File: src/rtl/core/assert_macros.svh
// Assertion helpers; clock and reset names are fixed to the house names.
`ifndef ASSERT_MACROS_SVH
`define ASSERT_MACROS_SVH

// Check that expr holds at every edge out of reset.
`define ASSERT_ALWAYS(lbl, expr, msg) \
    lbl: assert property (@(posedge i_clk) disable iff (!i_rst_n) (expr)) else $error(msg);

// Check that cond on one edge forces nxt on the next edge.
`define ASSERT_NEXT(lbl, cond, nxt, msg) \
    lbl: assert property (@(posedge i_clk) disable iff (!i_rst_n) (cond) |=> (nxt)) \
        else $error(msg);

`endif

File: src/rtl/core/ccd_pkg.sv
package ccd_pkg;

    localparam int QDEPTH = 4;
    localparam int QAW    = 2;
    localparam int NUM_W  = 44;
    localparam int DEN_W  = 28;
    localparam int Q_W    = 16;
    localparam int DIV_ITERS = Q_W / 2;

    typedef enum logic [2:0] {
        REG_START_TIME = 3'd0,
        REG_CUR_LOW    = 3'd1,
        REG_CUR_HIGH   = 3'd2,
        REG_CELL_START = 3'd3,
        REG_CELL_CUT   = 3'd4,
        REG_BRD_START  = 3'd5,
        REG_BRD_CUT    = 3'd6,
        REG_RAMP_TIME  = 3'd7
    } t_reg_idx;

    typedef enum logic [1:0] {
        MODE_OFF  = 2'd0,
        MODE_LOW  = 2'd1,
        MODE_HIGH = 2'd2,
        MODE_RSVD = 2'd3
    } t_mode;

    typedef struct packed {
        logic        [31:0] start_time_ms;
        logic        [15:0] current_low_line_ma;
        logic        [15:0] current_high_line_ma;
        logic signed [11:0] cell_derate_start;
        logic signed [11:0] cell_cutoff_temp;
        logic signed [11:0] board_derate_start;
        logic signed [11:0] board_cutoff_temp;
        logic        [15:0] ramp_time_ms;
    } t_cfg;

    typedef struct packed {
        logic [NUM_W-1:0] num;
        logic [DEN_W-1:0] den;
    } t_work;

    typedef struct packed {
        logic push;
        logic full;
        logic empty;
    } t_qstat;

endpackage

File: src/rtl/core/ccd_front.sv
module ccd_front (
    input  logic                i_clk,
    input  logic                i_rst_n,
    input  ccd_pkg::t_cfg       i_cfg,
    input  logic                i_accept,
    input  logic [31:0]         i_time_ms,
    input  logic [12:0]         i_max_cell_mv,
    input  logic [13:0]         i_pack_voltage,
    input  logic [13:0]         i_pack_limit,
    input  logic [12:0]         i_cell_limit_mv,
    input  logic [1:0]          i_charger_mode,
    input  logic                i_shutdown_ok,
    input  logic                i_bms_charging,
    input  logic signed [11:0]  i_cell_temp,
    input  logic signed [11:0]  i_board_temp,
    output logic                o_push,
    output ccd_pkg::t_work      o_work
);
    import ccd_pkg::*;

    // Stage 1: gate, base, ramp and temperature fractions.
    logic        r_v1, r_ok1;
    logic [15:0] r_base1, r_rn1, r_rd1;
    logic [11:0] r_cn1, r_cd1, r_bn1, r_bd1;
    // Stage 2: compare fractions, base * ramp numerator.
    logic        r_v2, r_ok2, r_cell2;
    logic [31:0] r_p2;
    logic [15:0] r_rd2;
    logic [11:0] r_cn2, r_cd2, r_bn2, r_bd2;
    // Stage 3: final numerator and denominator.
    logic             r_v3;
    logic [NUM_W-1:0] r_num3;
    logic [DEN_W-1:0] r_den3;

    logic        n_ok, n_ramp;
    logic [31:0] n_elapsed;
    logic [11:0] n_cn, n_cd, n_bn, n_bd;
    logic signed [12:0] n_cdiff_t, n_cdiff_s, n_bdiff_t, n_bdiff_s;
    logic [11:0] n_tn, n_td;

    always_comb begin
        n_ok = i_shutdown_ok && i_bms_charging
            && (i_charger_mode == MODE_LOW || i_charger_mode == MODE_HIGH)
            && (i_max_cell_mv < i_cell_limit_mv)
            && (i_pack_voltage <= i_pack_limit);
        n_elapsed = i_time_ms - i_cfg.start_time_ms;
        n_ramp    = n_elapsed < {16'd0, i_cfg.ramp_time_ms};
        n_cdiff_t = 13'(i_cfg.cell_cutoff_temp) - 13'(i_cell_temp);
        n_cdiff_s = 13'(i_cfg.cell_cutoff_temp) - 13'(i_cfg.cell_derate_start);
        n_bdiff_t = 13'(i_cfg.board_cutoff_temp) - 13'(i_board_temp);
        n_bdiff_s = 13'(i_cfg.board_cutoff_temp) - 13'(i_cfg.board_derate_start);
        if (i_cell_temp < i_cfg.cell_derate_start) begin
            n_cn = 12'd1; n_cd = 12'd1;
        end else if (i_cell_temp >= i_cfg.cell_cutoff_temp) begin
            n_cn = 12'd0; n_cd = 12'd1;
        end else begin
            n_cn = n_cdiff_t[11:0]; n_cd = n_cdiff_s[11:0];
        end
        if (i_board_temp < i_cfg.board_derate_start) begin
            n_bn = 12'd1; n_bd = 12'd1;
        end else if (i_board_temp >= i_cfg.board_cutoff_temp) begin
            n_bn = 12'd0; n_bd = 12'd1;
        end else begin
            n_bn = n_bdiff_t[11:0]; n_bd = n_bdiff_s[11:0];
        end
        n_tn = r_cell2 ? r_cn2 : r_bn2;
        n_td = r_cell2 ? r_cd2 : r_bd2;
    end

    always_ff @(posedge i_clk) begin
        if (!i_rst_n) begin
            r_v1 <= 1'b0;
            r_v2 <= 1'b0;
            r_v3 <= 1'b0;
        end else begin
            r_v1 <= i_accept;
            r_v2 <= r_v1;
            r_v3 <= r_v2;
        end
    end

    always_ff @(posedge i_clk) begin
        r_ok1   <= n_ok;
        r_base1 <= (i_charger_mode == MODE_LOW) ? i_cfg.current_low_line_ma
                                                : i_cfg.current_high_line_ma;
        r_rn1   <= n_ramp ? n_elapsed[15:0] : 16'd1;
        r_rd1   <= n_ramp ? i_cfg.ramp_time_ms : 16'd1;
        r_cn1   <= n_cn;
        r_cd1   <= n_cd;
        r_bn1   <= n_bn;
        r_bd1   <= n_bd;

        r_ok2   <= r_ok1;
        r_cell2 <= (24'(r_cn1) * 24'(r_bd1)) <= (24'(r_bn1) * 24'(r_cd1));
        r_p2    <= 32'(r_base1) * 32'(r_rn1);
        r_rd2   <= r_rd1;
        r_cn2   <= r_cn1;
        r_cd2   <= r_cd1;
        r_bn2   <= r_bn1;
        r_bd2   <= r_bd1;

        r_num3  <= r_ok2 ? NUM_W'(r_p2) * NUM_W'(n_tn) : '0;
        r_den3  <= r_ok2 ? DEN_W'(r_rd2) * DEN_W'(n_td) : DEN_W'(1);
    end

    assign o_push      = r_v3;
    assign o_work.num  = r_num3;
    assign o_work.den  = r_den3;

endmodule

File: src/rtl/core/ccd_queue.sv
module ccd_queue (
    input  logic            i_clk,
    input  logic            i_rst_n,
    input  logic            i_push,
    input  ccd_pkg::t_work  i_work,
    input  logic            i_pop,
    output ccd_pkg::t_work  o_work,
    output ccd_pkg::t_qstat o_stat
);
    import ccd_pkg::*;

    t_work          r_mem [QDEPTH];
    logic [QAW-1:0] r_wp, r_rp;
    logic [QAW:0]   r_cnt;

    always_ff @(posedge i_clk) begin
        if (!i_rst_n) begin
            r_wp  <= '0;
            r_rp  <= '0;
            r_cnt <= '0;
        end else begin
            if (i_push) r_wp <= r_wp + 1'b1;
            if (i_pop)  r_rp <= r_rp + 1'b1;
            r_cnt <= r_cnt + (QAW+1)'(i_push) - (QAW+1)'(i_pop);
        end
    end

    always_ff @(posedge i_clk) begin
        if (i_push) r_mem[r_wp] <= i_work;
    end

    assign o_work       = r_mem[r_rp];
    assign o_stat.push  = i_push;
    assign o_stat.full  = r_cnt == (QAW+1)'(QDEPTH);
    assign o_stat.empty = r_cnt == '0;

endmodule

File: src/rtl/core/ccd_divider.sv
module ccd_divider (
    input  logic           i_clk,
    input  logic           i_rst_n,
    input  logic           i_empty,
    input  ccd_pkg::t_work i_work,
    output logic           o_pop,
    output logic           o_valid,
    output logic [15:0]    o_quot
);
    import ccd_pkg::*;

    logic             r_run, r_valid;
    logic [2:0]       r_cnt;
    logic [DEN_W-1:0] r_rem, r_den;
    logic [Q_W-1:0]   r_low, r_q;

    logic [DEN_W:0]   n_t1, n_t2;
    logic [DEN_W-1:0] n_r1, n_r2;
    logic             n_q1, n_q2;

    // Two restoring steps per cycle while a division runs.
    always_comb begin
        n_t1 = {r_rem, r_low[Q_W-1]};
        n_q1 = n_t1 >= {1'b0, r_den};
        n_r1 = n_q1 ? DEN_W'(n_t1 - {1'b0, r_den}) : n_t1[DEN_W-1:0];
        n_t2 = {n_r1, r_low[Q_W-2]};
        n_q2 = n_t2 >= {1'b0, r_den};
        n_r2 = n_q2 ? DEN_W'(n_t2 - {1'b0, r_den}) : n_t2[DEN_W-1:0];
    end

    assign o_pop = !r_run && !i_empty;

    always_ff @(posedge i_clk) begin
        if (!i_rst_n) begin
            r_run   <= 1'b0;
            r_valid <= 1'b0;
            r_cnt   <= '0;
        end else begin
            r_valid <= r_run && (r_cnt == 3'(DIV_ITERS - 1));
            if (o_pop) begin
                r_run <= 1'b1;
                r_cnt <= '0;
            end else if (r_run) begin
                r_cnt <= r_cnt + 1'b1;
                if (r_cnt == 3'(DIV_ITERS - 1)) r_run <= 1'b0;
            end
        end
    end

    always_ff @(posedge i_clk) begin
        if (o_pop) begin
            r_rem <= i_work.num[NUM_W-1:Q_W];
            r_low <= i_work.num[Q_W-1:0];
            r_den <= i_work.den;
        end else if (r_run) begin
            r_rem <= n_r2;
            r_low <= {r_low[Q_W-3:0], 2'b00};
            r_q   <= {r_q[Q_W-3:0], n_q1, n_q2};
        end
    end

    assign o_valid = r_valid;
    assign o_quot  = r_q;

endmodule

File: src/rtl/core/charge_current_derate_top.sv
// Charge current derate: permitted charger current in mA from one snapshot.
// Command channel: drive the snapshot fields and raise start; the item is
// taken at an edge where start is high and busy is low. busy rises only when
// four items are in flight ahead of the divider.
// Result channel: o_valid pulses for one cycle with o_charge_current_ma.
// The receiver cannot stall; every result is shown exactly once.
// Pipeline: three front stages (gate and fractions, fraction compare and
// ramp product, final product), a queue, then a radix-4 divider that
// works on one item at a time and takes the next only when it is done.
// Configuration: APB writes at byte address 4*index, reads return the value.
// Write registers only while no item is in flight.
// Reset (synchronous, active low) empties the pipeline and the queue and
// loads every register with its default.
module charge_current_derate_top (
    input  logic               i_clk,
    input  logic               i_rst_n,
    input  logic               psel,
    input  logic               penable,
    input  logic               pwrite,
    input  logic [4:0]         paddr,
    input  logic [31:0]        pwdata,
    output logic [31:0]        prdata,
    output logic               pready,
    input  logic               start,
    output logic               busy,
    input  logic [31:0]        i_time_ms,
    input  logic [12:0]        i_max_cell_mv,
    input  logic [13:0]        i_pack_voltage,
    input  logic [13:0]        i_pack_limit,
    input  logic [12:0]        i_cell_limit_mv,
    input  logic [1:0]         i_charger_mode,
    input  logic               i_shutdown_ok,
    input  logic               i_bms_charging,
    input  logic signed [11:0] i_cell_temp,
    input  logic signed [11:0] i_board_temp,
    output logic               o_valid,
    output logic [15:0]        o_charge_current_ma
);
    import ccd_pkg::*;
`include "assert_macros.svh"

    t_cfg         r_cfg;
    logic [QAW:0] r_occ;
    logic         accept, push, pop;
    t_work        front_work, q_work;
    t_qstat       q_stat;
    t_reg_idx     widx;

    assign pready = 1'b1;
    assign widx   = t_reg_idx'(paddr[4:2]);

    // Register file: write on the access beat.
    always_ff @(posedge i_clk) begin
        if (!i_rst_n) begin
            r_cfg.start_time_ms        <= 32'd0;
            r_cfg.current_low_line_ma  <= 16'd3500;
            r_cfg.current_high_line_ma <= 16'd11000;
            r_cfg.cell_derate_start    <= 12'sd400;
            r_cfg.cell_cutoff_temp     <= 12'sd450;
            r_cfg.board_derate_start   <= 12'sd500;
            r_cfg.board_cutoff_temp    <= 12'sd600;
            r_cfg.ramp_time_ms         <= 16'd1000;
        end else if (psel && penable && pwrite) begin
            unique case (widx)
                REG_START_TIME: r_cfg.start_time_ms        <= pwdata;
                REG_CUR_LOW:    r_cfg.current_low_line_ma  <= pwdata[15:0];
                REG_CUR_HIGH:   r_cfg.current_high_line_ma <= pwdata[15:0];
                REG_CELL_START: r_cfg.cell_derate_start    <= pwdata[11:0];
                REG_CELL_CUT:   r_cfg.cell_cutoff_temp     <= pwdata[11:0];
                REG_BRD_START:  r_cfg.board_derate_start   <= pwdata[11:0];
                REG_BRD_CUT:    r_cfg.board_cutoff_temp    <= pwdata[11:0];
                REG_RAMP_TIME:  r_cfg.ramp_time_ms         <= pwdata[15:0];
                default: ;
            endcase
        end
    end

    // Readback, sign-extend the temperature registers.
    always_comb begin
        unique case (widx)
            REG_START_TIME: prdata = r_cfg.start_time_ms;
            REG_CUR_LOW:    prdata = {16'd0, r_cfg.current_low_line_ma};
            REG_CUR_HIGH:   prdata = {16'd0, r_cfg.current_high_line_ma};
            REG_CELL_START: prdata = 32'(r_cfg.cell_derate_start);
            REG_CELL_CUT:   prdata = 32'(r_cfg.cell_cutoff_temp);
            REG_BRD_START:  prdata = 32'(r_cfg.board_derate_start);
            REG_BRD_CUT:    prdata = 32'(r_cfg.board_cutoff_temp);
            REG_RAMP_TIME:  prdata = {16'd0, r_cfg.ramp_time_ms};
            default:        prdata = 32'd0;
        endcase
    end

    // Credit count: items in the front stages plus the queue. Hold busy
    // when every queue slot is spoken for, so the front never has to stall.
    assign busy   = r_occ == (QAW+1)'(QDEPTH);
    assign accept = start && !busy;

    always_ff @(posedge i_clk) begin
        if (!i_rst_n) begin
            r_occ <= '0;
        end else begin
            r_occ <= r_occ + (QAW+1)'(accept) - (QAW+1)'(pop);
        end
    end

    ccd_front u_front (
        .i_clk           (i_clk),
        .i_rst_n         (i_rst_n),
        .i_cfg           (r_cfg),
        .i_accept        (accept),
        .i_time_ms       (i_time_ms),
        .i_max_cell_mv   (i_max_cell_mv),
        .i_pack_voltage  (i_pack_voltage),
        .i_pack_limit    (i_pack_limit),
        .i_cell_limit_mv (i_cell_limit_mv),
        .i_charger_mode  (i_charger_mode),
        .i_shutdown_ok   (i_shutdown_ok),
        .i_bms_charging  (i_bms_charging),
        .i_cell_temp     (i_cell_temp),
        .i_board_temp    (i_board_temp),
        .o_push          (push),
        .o_work          (front_work)
    );

    ccd_queue u_queue (
        .i_clk   (i_clk),
        .i_rst_n (i_rst_n),
        .i_push  (push),
        .i_work  (front_work),
        .i_pop   (pop),
        .o_work  (q_work),
        .o_stat  (q_stat)
    );

    // Advance one beat from the queue into the divider whenever it is free and the queue is not empty.
    ccd_divider u_div (
        .i_clk   (i_clk),
        .i_rst_n (i_rst_n),
        .i_empty (q_stat.empty),
        .i_work  (q_work),
        .o_pop   (pop),
        .o_valid (o_valid),
        .o_quot  (o_charge_current_ma)
    );

    `ASSERT_ALWAYS(a_occ_bound, r_occ <= (QAW+1)'(QDEPTH), "credit count overflow")
    `ASSERT_ALWAYS(a_no_push_full, !(q_stat.push && q_stat.full && !pop), "push into full queue")
    `ASSERT_NEXT(a_strobe_gap, o_valid, !o_valid, "result strobes back to back")
    `ASSERT_ALWAYS(a_pop_nonempty, !(pop && q_stat.empty), "pop from empty queue")

endmodule
File: config.mk
export PLATFORM = sky130hd
export DESIGN_NAME = charge_current_derate_top
export DESIGN_NICKNAME = d
export VERILOG_FILES = /design/src/rtl/core/ccd_pkg.sv /design/src/rtl/core/ccd_front.sv /design/src/rtl/core/ccd_queue.sv /design/src/rtl/core/ccd_divider.sv /design/src/rtl/core/charge_current_derate_top.sv
export VERILOG_INCLUDE_DIRS = /design/src /design/src/rtl/core
export SDC_FILE = /design/constraint.sdc
export NUM_CORES = 2
export LEC_CHECK = 0
export BUFFER_PORTS_ARGS = -buffer_cell sky130_fd_sc_hd__buf_4
export CAP_MARGIN = 20
export CORE_MARGIN = 2
export CORE_UTILIZATION = 65
export CTS_BUF_LIST = sky130_fd_sc_hd__clkbuf_4 sky130_fd_sc_hd__clkbuf_8 sky130_fd_sc_hd__clkbuf_16
export DETAILED_ROUTE_END_ITERATION = 10
export PLACE_DENSITY = 0.83
export SLEW_MARGIN = 10
export SYNTH_ARGS = -nofsm -noshare
export SYNTH_HDL_FRONTEND = slang
export SYNTH_SLANG_ARGS = --single-unit
File: constraint.sdc
create_clock -name i_clk -period 11.9 [get_ports i_clk]
set_input_delay 0.595 -clock i_clk [delete_from_list [all_inputs] [get_ports i_clk]]
set_output_delay 0.595 -clock i_clk [all_outputs]
set_load 0.02 [all_outputs]
==> results.yml <==
run_status:
  status: "complete, no violations"
synth:
  netlist_area_sq_mm: 0.0705
  synth_edf_count: 376
  ys_ff_latch: 791
  syn-num-nets: 8831
  synth_common_cells: "1151 x nand2_1, 1122 x inv_1, 843 x fa_1, 607 x ha_1, 415 x dfxtp_1"
  yosysTopAreaCellShare_pct: 23.9
  ys_seq_area_share_pct: 27.8
  synthFlopType: "dfxtp_1"
  syn_area_per_cell_sq_um: 9.77
  synth-async-reset-ratio_pct: 0
  synth_cell_types: 91
  yosys-top-cells-area: "fa_1 24%, edfxtp_1 16%, dfxtp_1 12%, ha_1 11%, nand2_1 6.1%"
  synth_warnings: 0
  post-synth-top-count-cell: "nand2_1"
  netlist_instances: 7224
  synth_top_cell_by_area: "fa_1"
clocking:
  clock_latency_ns: 0.66
  clock_path_buffers: 3
  cts_tree: "yes"
  postCtsSetupBuffers: 0
  clk_pin_slew_ns: 0.06
  cts.repair.resized: 0
  holdBufCountCts: 0
  cts_num_sinks: 791
  cts_max_level: 3
  cts_made_buffers: 78
  cts.root.buffer_cell: "clkbuf_16"
power:
  p_switching_mw: 5.46
  peakVddDrop_uv: 271
  sw_frac_of_total_pct: 42.0
  powerDensity_mw_per_mm2: 172
  power_frac_clock_pct: 19.2
  p_leak_nw: 34.2
  pwr-share-comb_pct: 54.0
  pwr-share-seq_pct: 26.8
  power.internal_mw: 7.54
detailed_routing:
  drtAntennaViolNets: 0
  totalWireLength_microns: 175000
  avgViaCountPerCell: 5.92
  drc: 0
  drt_iter0_markers: 4636
  vias: 51520
  wl_per_cell_microns: 20.1
  dr.pass1.iters: 6
sta:
  rsz0062_at_grt: "no"
  fmax_ghz: 0.124
  final.setup.tns_ns: 0
  slew_viol_final: 0
  slew_headroom_pct: 24.2
  tightest_slew_ns: 1.14
  finalCritPeriodShare_pct: 67.8
  fin_crit_ns: 8.07
  final-setup-viol-count: 0
  clock_skew_ns: 0.0537
  finalHoldViolations: 0
grt:
  grt_pass1_vias: 54188
  use_met2_pct: 54.1
  grt_pass1_wl_microns: 283000
  grt_busiest_layer: "met2"
  met3_usage_pct: 5.13
  antenna_found_initial: 7
  grt_usage_pct: 32.0
  overflow: 0
  grt_max_degree: 79
  grt_use_met1_pct: 40.8
flow_run:
  cap_violations: 0
worst_setup_path:
  cp_data_required_time_ns: 12.39
  crit_arrival_ns: 8.56
  max_stage_delay_ns: 0.67
  slowest_stage: "a2111o_1"
  critPathKind: "register to register"
  crit_chain: "inv_1 > ha_1 > nor2b_1 > o31a_1 > o31a_1 > o31ai_1 > a31oi_1 > a221oi_2 > o21a_1 > buf_4 > mux2_2 > ha_1 > o21ai_0 > nor2_1 > o2111a_1 > a21bo_2 > a31oi_1 > a41o_1 > a21oi_1 > nor2b_1 > a2111o_1 > buf_4 > mux2_1 > a21oi_1"
  crit_path_max_fanout: 39
  worst-path-buf-inv: 3
  cpLargestDelayFamily: "compound AO/OA/AOI/OAI gates"
  crit_path_end_kind: "register"
  startpoint_type: "register"
floorplan:
  initial_utilization_pct: 65.7
  die_h_microns: 333
  die_x_microns: 333
  io_pins: 208
  dieArea_sq_mm: 0.111
  core_sq_mm: 0.107
  fp-row-count: 120
place:
  hpwl_microns: 131000
  placed_area_sq_mm: 0.0729
  place_congestion: 0.935
  portBuffers: 204
cells_and_area:
  area_growth_syn_to_layout_pct: 7.05
  drive_above_1_share_pct: 7.36
  fillers: 7556
  stdcell_area_sq_mm: 0.0755
  num-nets-final: 8839
hold_path:
  hold_class: "primary input to register"
[through the flow]
step | hold WS (ns) | utilization, % | worst slack, ns | power [mW] | instances
finish | 0.183 | 70.3 | 3.83 | 13.0 | 8705
detailed placement | 0.312 | 67.9 | 4.06 | 10.3 | 8554
floorplan | 0.310 | - | 5.09 | 8.74 | 7224
global placement | 0.312 | 67.9 | 4.19 | 10.1 | 8554
CTS | 0.153 | 70.3 | 3.90 | 12.9 | 8699
global route | 0.180 | 70.3 | 3.39 | 13.9 | 8700
[layer usage]
layer / share of wire, % / vias to the layer above
met5: 0.012 / -
met1: 39 / 25338
met4: 4.8 / 4
met2: 48 / 2427
met3: 8.3 / 461
li1: - / 23290
[cell families (layout without fill, tap and decap cells)]
group	Yosys count	in the layout	synth area share, %
other	1	6	0.00532
multiplexers	175	175	3.92
adder cells (fa/ha/maj)	1450	1450	34.7
AO/OA/AOI/OAI	908	908	8.41
buffers and inverters	1429	1502	7.70
flip-flops	791	791	27.8
AND/OR/NAND/NOR	2265	2265	14.9
XOR/XNOR	205	205	2.55
[sequential cells by signal (all words and copies together) (netlist names), 12 cells and up, named ones only]
name	flops
u_front.r_cn1	12
u_front.r_cn2	12
u_front.r_cd1	12
u_front.r_rd2	16
u_front.r_bd1	12
u_front.r_base1	16
u_div.r_rem	28
u_front.r_num3	44
u_front.r_rn1	16
u_div.r_den	28
u_front.r_bn2	12
u_front.r_bn1	12
u_div.r_low	16
u_div.o_quot	16
u_front.r_bd2	12
u_front.r_rd1	16
r_cfg	128
u_front.r_cd2	12
u_front.r_p2	32
u_front.r_den3	28
u_queue.r_mem	288
[layout by cell type (no fill, tap or decap), types with 9 or more instances in the layout]
master / instances
a211o_1: 10
a211oi_1: 21
a21boi_0: 91
a21o_1: 120
a21oi_1: 239
a221oi_1: 11
a31oi_1: 22
and2_1: 311
and3_1: 31
and4_1: 10
buf_4: 233
clkbuf_16: 78
clkbuf_4: 11
clkbuf_8: 9
clkinv_2: 15
dfxtp_1: 413
edfxtp_1: 376
fa_1: 843
ha_1: 607
inv_1: 1121
mux2_2: 39
mux2i_1: 55
mux4_2: 77
nand2_1: 1151
nand2b_1: 73
nand3_1: 67
nand4_1: 31
nor2_1: 265
nor2b_1: 198
nor3_1: 60
o211ai_1: 33
o21a_1: 43
o21ai_0: 175
o21bai_1: 21
o22ai_1: 14
o31ai_1: 11
or2_2: 13
or3_1: 17
xnor2_1: 130
xor2_1: 75
[power groups by stage]
stage / Sequential, mW / Clock, mW / Combinational (mW)
after detailed placement: 3.54 / 0 / 6.81
final: 3.48 / 2.50 / 7.02
after CTS: 3.48 / 2.52 / 6.94
after floorplan: 3.39 / 0 / 5.35
after global placement: 3.52 / 0 / 6.60
after global routing: 3.51 / 2.62 / 7.77
[final cells by class]
type	count	area, sq um	area share (%)
multi-input cells	5004	45600	60.3
well taps	1403	1760	2.32
repair buffers	234	1760	2.33
flip-flops and latches	791	19600	26.0
diodes	5	12.5	0.0166
clock inverters	47	450	0.596
inverters	1123	4220	5.58
clock buffers	98	2160	2.86
[path summary, 6_finish.rpt]
path | startpoint | to | slack (ns) | depth (start not counted)
hold / removal | start | u_front.r_v1$_SDFF_PN0_ | 0.18 | 2
setup / recovery | u_div.r_den[1]$_DFFE_PP_ | u_div.r_rem[1]$_DFFE_PP_ | 3.83 | 24
setup reg to reg | u_div.r_den[1]$_DFFE_PP_ | u_div.r_rem[1]$_DFFE_PP_ | 3.83 | 24
hold reg to reg | u_front.r_rd1[12]$_SDFF_PP0_ | u_front.r_rd2[12]$_DFF_P_ | 0.27 | 0
No activity file was read; power rests on OpenSTA's default activity.
